===== config.mk =====
export PLATFORM = sky130hd
export DESIGN_NAME = gmc_divider
export DESIGN_NICKNAME = d
export VERILOG_FILES = /design/src/rtl/gmc_pkg.sv /design/src/rtl/gmc_divider.sv
export SDC_FILE = /design/constraint.sdc
export NUM_CORES = 1
export LEC_CHECK = 0
export BUFFER_PORTS_ARGS = -buffer_cell sky130_fd_sc_hd__buf_4
export CORE_ASPECT_RATIO = 1.25
export CORE_MARGIN = 2
export CORE_UTILIZATION = 35
export DETAILED_ROUTE_END_ITERATION = 12
export PLACE_DENSITY = 0.57
export SYNTH_ARGS = -nofsm -noshare
export SYNTH_HDL_FRONTEND = slang
export SYNTH_SLANG_ARGS = --single-unit

===== constraint.sdc =====
create_clock -name clk_i -period 5.65 [get_ports clk_i]
set_clock_uncertainty 0.05 [all_clocks]
set_input_delay 0.8475 -clock clk_i [delete_from_list [all_inputs] [get_ports clk_i]]
set_output_delay 0.8475 -clock clk_i [all_outputs]
set_load 0.05 [all_outputs]

===== src/rtl/gmc_pkg.sv =====
`timescale 1ns / 1ps
// ----------------------------------------------------------------------------
// gmc_pkg
// shared types, codes and the exp lookup table of the mixture classifier
// ----------------------------------------------------------------------------
package gmc_pkg;

  localparam int MAX_CLASSES_DEF    = 16;
  localparam int MAX_COMPONENTS_DEF = 8;

  // 1/sqrt(2*pi) in q0.16
  localparam logic [14:0] INV_SQRT_2PI = 15'd26145;

  localparam int DIV_W   = 48;  // divisor and remainder width
  localparam int DIVN_W  = 49;  // numerator and quotient width
  localparam int STEP_W  = 6;

  typedef enum logic [1:0] {
    STATUS_OK           = 2'd0,
    STATUS_TOTAL_ZERO   = 2'd1,
    STATUS_QUERY_UNUSED = 2'd2,
    STATUS_LOAD_REJECT  = 2'd3
  } status_e;

  typedef enum logic {
    CMD_LOAD     = 1'b0,
    CMD_CLASSIFY = 1'b1
  } command_e;

  typedef struct packed {
    logic              start;
    logic [DIV_W-1:0]  rem;
    logic [DIVN_W-1:0] num;
    logic [DIV_W-1:0]  den;
    logic [STEP_W-1:0] steps;
  } div_req_t;

  typedef struct packed {
    logic              busy;
    logic              done;
    logic [DIVN_W-1:0] quot;
  } div_rsp_t;

  typedef logic [16:0] exp_table_t [256];

  // exp(-k/16) in q0.16, built from a q0.32 recurrence
  function automatic exp_table_t build_exp_table();
    logic [127:0] p;
    exp_table_t   t;
    p = 128'd1 << 32;
    for (int k = 0; k < 256; k++) begin
      t[k] = 17'((p + 128'd32768) >> 16);
      p    = (p * 128'd4034748382 + (128'd1 << 31)) >> 32;
    end
    return t;
  endfunction

  localparam exp_table_t EXP_TABLE = build_exp_table();

endpackage


===== src/rtl/gmc_divider.sv =====
`timescale 1ns / 1ps
// ----------------------------------------------------------------------------
// gmc_divider
// shared restoring divider, one quotient bit per cycle
// ----------------------------------------------------------------------------
module gmc_divider (
  input  logic              clk_i,
  input  logic              rst_ni,
  input  gmc_pkg::div_req_t req_i,
  output gmc_pkg::div_rsp_t rsp_o
);

  logic [gmc_pkg::STEP_W-1:0] cnt_q;
  logic                       done_q;
  logic [gmc_pkg::DIV_W-1:0]  rem_q, den_q, rem_d;
  logic [gmc_pkg::DIVN_W-1:0] num_q, quot_q;
  logic [gmc_pkg::DIV_W:0]    trial;
  logic                       ge;

  always_comb begin
    trial = {rem_q, num_q[gmc_pkg::DIVN_W-1]};
    ge    = trial >= {1'b0, den_q};
    rem_d = ge ? gmc_pkg::DIV_W'(trial - {1'b0, den_q}) : trial[gmc_pkg::DIV_W-1:0];
  end

  always_ff @(posedge clk_i or negedge rst_ni) begin
    if (!rst_ni) begin
      cnt_q  <= '0;
      done_q <= 1'b0;
    end else begin
      done_q <= 1'b0;
      if (req_i.start) begin
        cnt_q <= req_i.steps;
      end else if (cnt_q != '0) begin
        cnt_q <= cnt_q - 1'b1;
        if (cnt_q == gmc_pkg::STEP_W'(1)) done_q <= 1'b1;
      end
    end
  end

  always_ff @(posedge clk_i) begin
    if (req_i.start) begin
      rem_q  <= req_i.rem;
      num_q  <= req_i.num;
      den_q  <= req_i.den;
      quot_q <= '0;
    end else if (cnt_q != '0) begin
      rem_q  <= rem_d;
      num_q  <= {num_q[gmc_pkg::DIVN_W-2:0], 1'b0};
      quot_q <= {quot_q[gmc_pkg::DIVN_W-2:0], ge};
    end
  end

  assign rsp_o.busy = cnt_q != '0;
  assign rsp_o.done = done_q;
  assign rsp_o.quot = quot_q;

endmodule


==> flow_summary_export.csv <==
group,metric,value,unit
status,run_status,"complete, no violations",
yosys,synthMuxAreaShare,7.05,%
finish,ff_latch_area,5510,sq um
yosys,synth-xor-area-share,3.41,%
sta,period_share,69.1,%
critical_path,critPathRequiredTime,5870,ps
clock_network,cts_max_level,1,
detailed_routing,ant_nets,0,
sta,slew_violations,0,
finish,fillCellCount,3019,
yosys,ys.flop_type,"edfxtp_1",
clock_network,cts_hold_buf,0,
sta,fin_crit,3910,ps
floorplanning,row_count,72,
floorplanning,start_util,35.7,%
pwr,vdd_drop_max,233,uV
sta,fin_setup_tns,0,ps
finish,final_cell_mix,"buf_4, nand2_1, edfxtp_1",
min_path,hp-class,"input pin to asynchronous set/reset pin",
floorplanning,dieArea,33000,sq um
yosys,syn_inst,1096,
sta,fmax,256,MHz
floorplanning,die_w,163,um
clock_network,cts_root_buffer,"clkbuf_16",
yosys,synth_seq_cells,201,
critical_path,r2r_slack,1740,ps
yosys,synth_edf_count,145,
detailed_routing,drt_iter0_drc,370,
place,dp_cells,1649,
finish,finalNetCount,1473,
global_routing,grt_pass1_wl,44300,um
detailed_routing,drt_pass1_iterations,4,
floorplanning,die_h,203,um
pwr,power.density,475,nW/um^2
critical_path,critPathLaunchType,"flop",
clock_network,cts_sinks,201,
floorplanning,io_pins,205,
finish,drive_gt1_share,25.6,%
critical_path,worstSetupEndpointType,"flop",
yosys,syn_avg_cell_area,10.1,sq um
global_routing,gr-usage-all-layers,16.5,%
yosys,syn_nets,1301,
global_routing,grt.overflow.total,0,
clock_network,clkLatencyLatePin,520,ps
detailed_routing,route.detailed.drc,0,
sta,grt_setup_unrepaired,"no",
detailed_routing,avgViaCountPerCell,5.05,
yosys,synthesis.area,11100,sq um
yosys,synth_top_family_by_area,"compound AO/OA/AOI/OAI gates",
finish,fin_area,13700,sq um
critical_path,crit_fanout,4,
job,cap_viol_max_count,0,
finish,final_common_cell,"buf_4",
global_routing,grt_pass1_vias,8561,
finish,fin_cells,1690,
place,place_hpwl,19600,um
critical_path,critPathKind,"flop to flop",
place,dpl_cell_area,12900,sq um
sta,setup_viol,0,
detailed_routing,wirelength,27800,um
yosys,synth_adder_area_share,5.84,%
yosys,synth_cell_types,69,
detailed_routing,routedWlPerCell,16.5,um
clock_network,cts_setup_buffers,0,
yosys,ys_seq_area_share,49.8,%
finish,area_growth,24.2,%
global_routing,grt_start_max_net_pins,113,
critical_path,r2r-start,"num_q[48]$_DFFE_PP_",
sta,relSlewSlack,30.0,%
sta,worst_slew_pin_slew,1050,ps
detailed_routing,num_vias,8535,
yosys,synth-simple-area-share,11.7,%
clock_network,cts.path.max_buffers,3,
yosys,synth_compound_area_share,16.9,%
finish,multi_input_area,4980,sq um
clock_network,cts_resized,0,
place,io_buffers,204,
clock_network,cts_tree,"done",
place,gp_congestion,0.864,
critical_path,arrival,4130,ps
sta,finalHoldViolations,0,
global_routing,antenna_found_initial,0,
floorplanning,coreArea,31000,sq um
yosys,synthArstFlopShare,3.48,%
finish,diodes,0,
critical_path,reg2reg_to,"rem_q[46]$_DFFE_PP_",
clock_network,clk_pin_slew,60,ps
pwr,power_leakage,5.74,nW
clock_network,cts_inserted_buffers,24,
critical_path,r2r_cells,14,
yosys,yosys_warnings,0,
cells by family (layout without fill, tap and decap cells):
kind of cell | after synthesis | after routing
buffers and inverters | 138 | 325
AND/OR/NAND/NOR | 293 | 293
XOR/XNOR | 43 | 43
flip-flops | 201 | 201
adder cells (fa/ha/maj) | 51 | 51
multiplexers | 70 | 70
AO/OA/AOI/OAI | 300 | 300
where the power goes:
group          leakage (nW)  total [mW]  switching, mW  internal [mW]
clock network         0.420        1.66          0.630           1.03
logic                  3.34        2.78           1.58           1.20
registers              1.98        2.07          0.144           1.93
total                  5.74        6.51           2.36           4.16
state kept, by name (all words and copies together) (netlist names):
name / flops
rem_q: 48
quot_q: 49
num_q: 49
done_q: 1
den_q: 48
cnt_q: 6
per-stage QoR:
| stage | power (mW) | utilization, % | setup slack [ps] | hold WS (ps) |
|---|---|---|---|---|
| detailed placement | 4.87 | 41.5 | 1770 | 403 |
| CTS | 6.58 | 44.3 | 1750 | 64.5 |
| floorplan | 4.23 | - | 1590 | 475 |
| finish | 6.51 | 44.3 | 1740 | 88.0 |
| global route | 7.00 | 44.3 | 1450 | 66.2 |
| global placement | 4.85 | 41.5 | 1810 | 393 |
layer usage:
layer	vias to the layer above	GRT usage, %	wire, um
li1	4269	-	-
met1	3991	20.1	11500
met2	223	27.2	13000
met3	52	5.45	2310
met4	0	6.35	1010
met5	-	0	0
Yosys cell counts (7+ instances only):
cell type  number  area (sq um)
nand2_1       179           672
edfxtp_1      145          4350
a21oi_1       115           576
inv_1          71           267
mux2_2         63           709
o21ai_0        59           295
ha_1           50           626
clkbuf_1       49           184
dfxtp_1        49           981
nor2_1         34           128
a21o_1         29           218
xnor2_1        25           219
o21a_1         19           143
xor2_1         18           158
nand4_1        16           100
o211ai_1       14           105
nor3_1         13          65.1
o21bai_1       12          90.1
nand3_1         9          45.0
and3_1          7          43.8
buf_2           7          35.0
dfrtp_1         7           175
mux2i_1         7          70.1
nand2b_1        7          43.8
nor2b_1         7          43.8
worst max-delay path by stage:
stage                                        end                  from  depth (start not counted)
after detailed placement     rem_q[46]$_DFFE_PP_   num_q[48]$_DFFE_PP_                         14
final                        rem_q[46]$_DFFE_PP_   num_q[48]$_DFFE_PP_                         14
after CTS                    rem_q[46]$_DFFE_PP_   num_q[48]$_DFFE_PP_                         14
after global routing         rem_q[25]$_DFFE_PP_    rem_q[5]$_DFFE_PP_                         11
after floorplan           num_q[0]$_SDFFCE_PN0P_  cnt_q[3]$_DFFE_PN0P_                          5
after global placement       rem_q[46]$_DFFE_PP_   num_q[48]$_DFFE_PP_                         14
layout make-up:
cell class | instances | share of cell area [%]
sequential | 201 | 40.1
clock buffer | 33 | 5.54
tap | 407 | 3.71
inverter | 73 | 2.00
timing repair buffer | 211 | 11.7
clock inverter | 8 | 0.665
multi-input combinational | 757 | 36.3
critical path, cell delays in order (launching register included):
cell,delay [ps]
edfxtp_1,390
inv_1,80
ha_1,150
inv_1,50
fa_1,400
a21o_1,190
a21o_1,210
a211oi_2,310
o221ai_2,220
a221o_1,380
o211a_1,230
o21a_1,200
or2_0,230
a311o_1,360
a31o_1,220
Power figures use the tool's default switching activity.
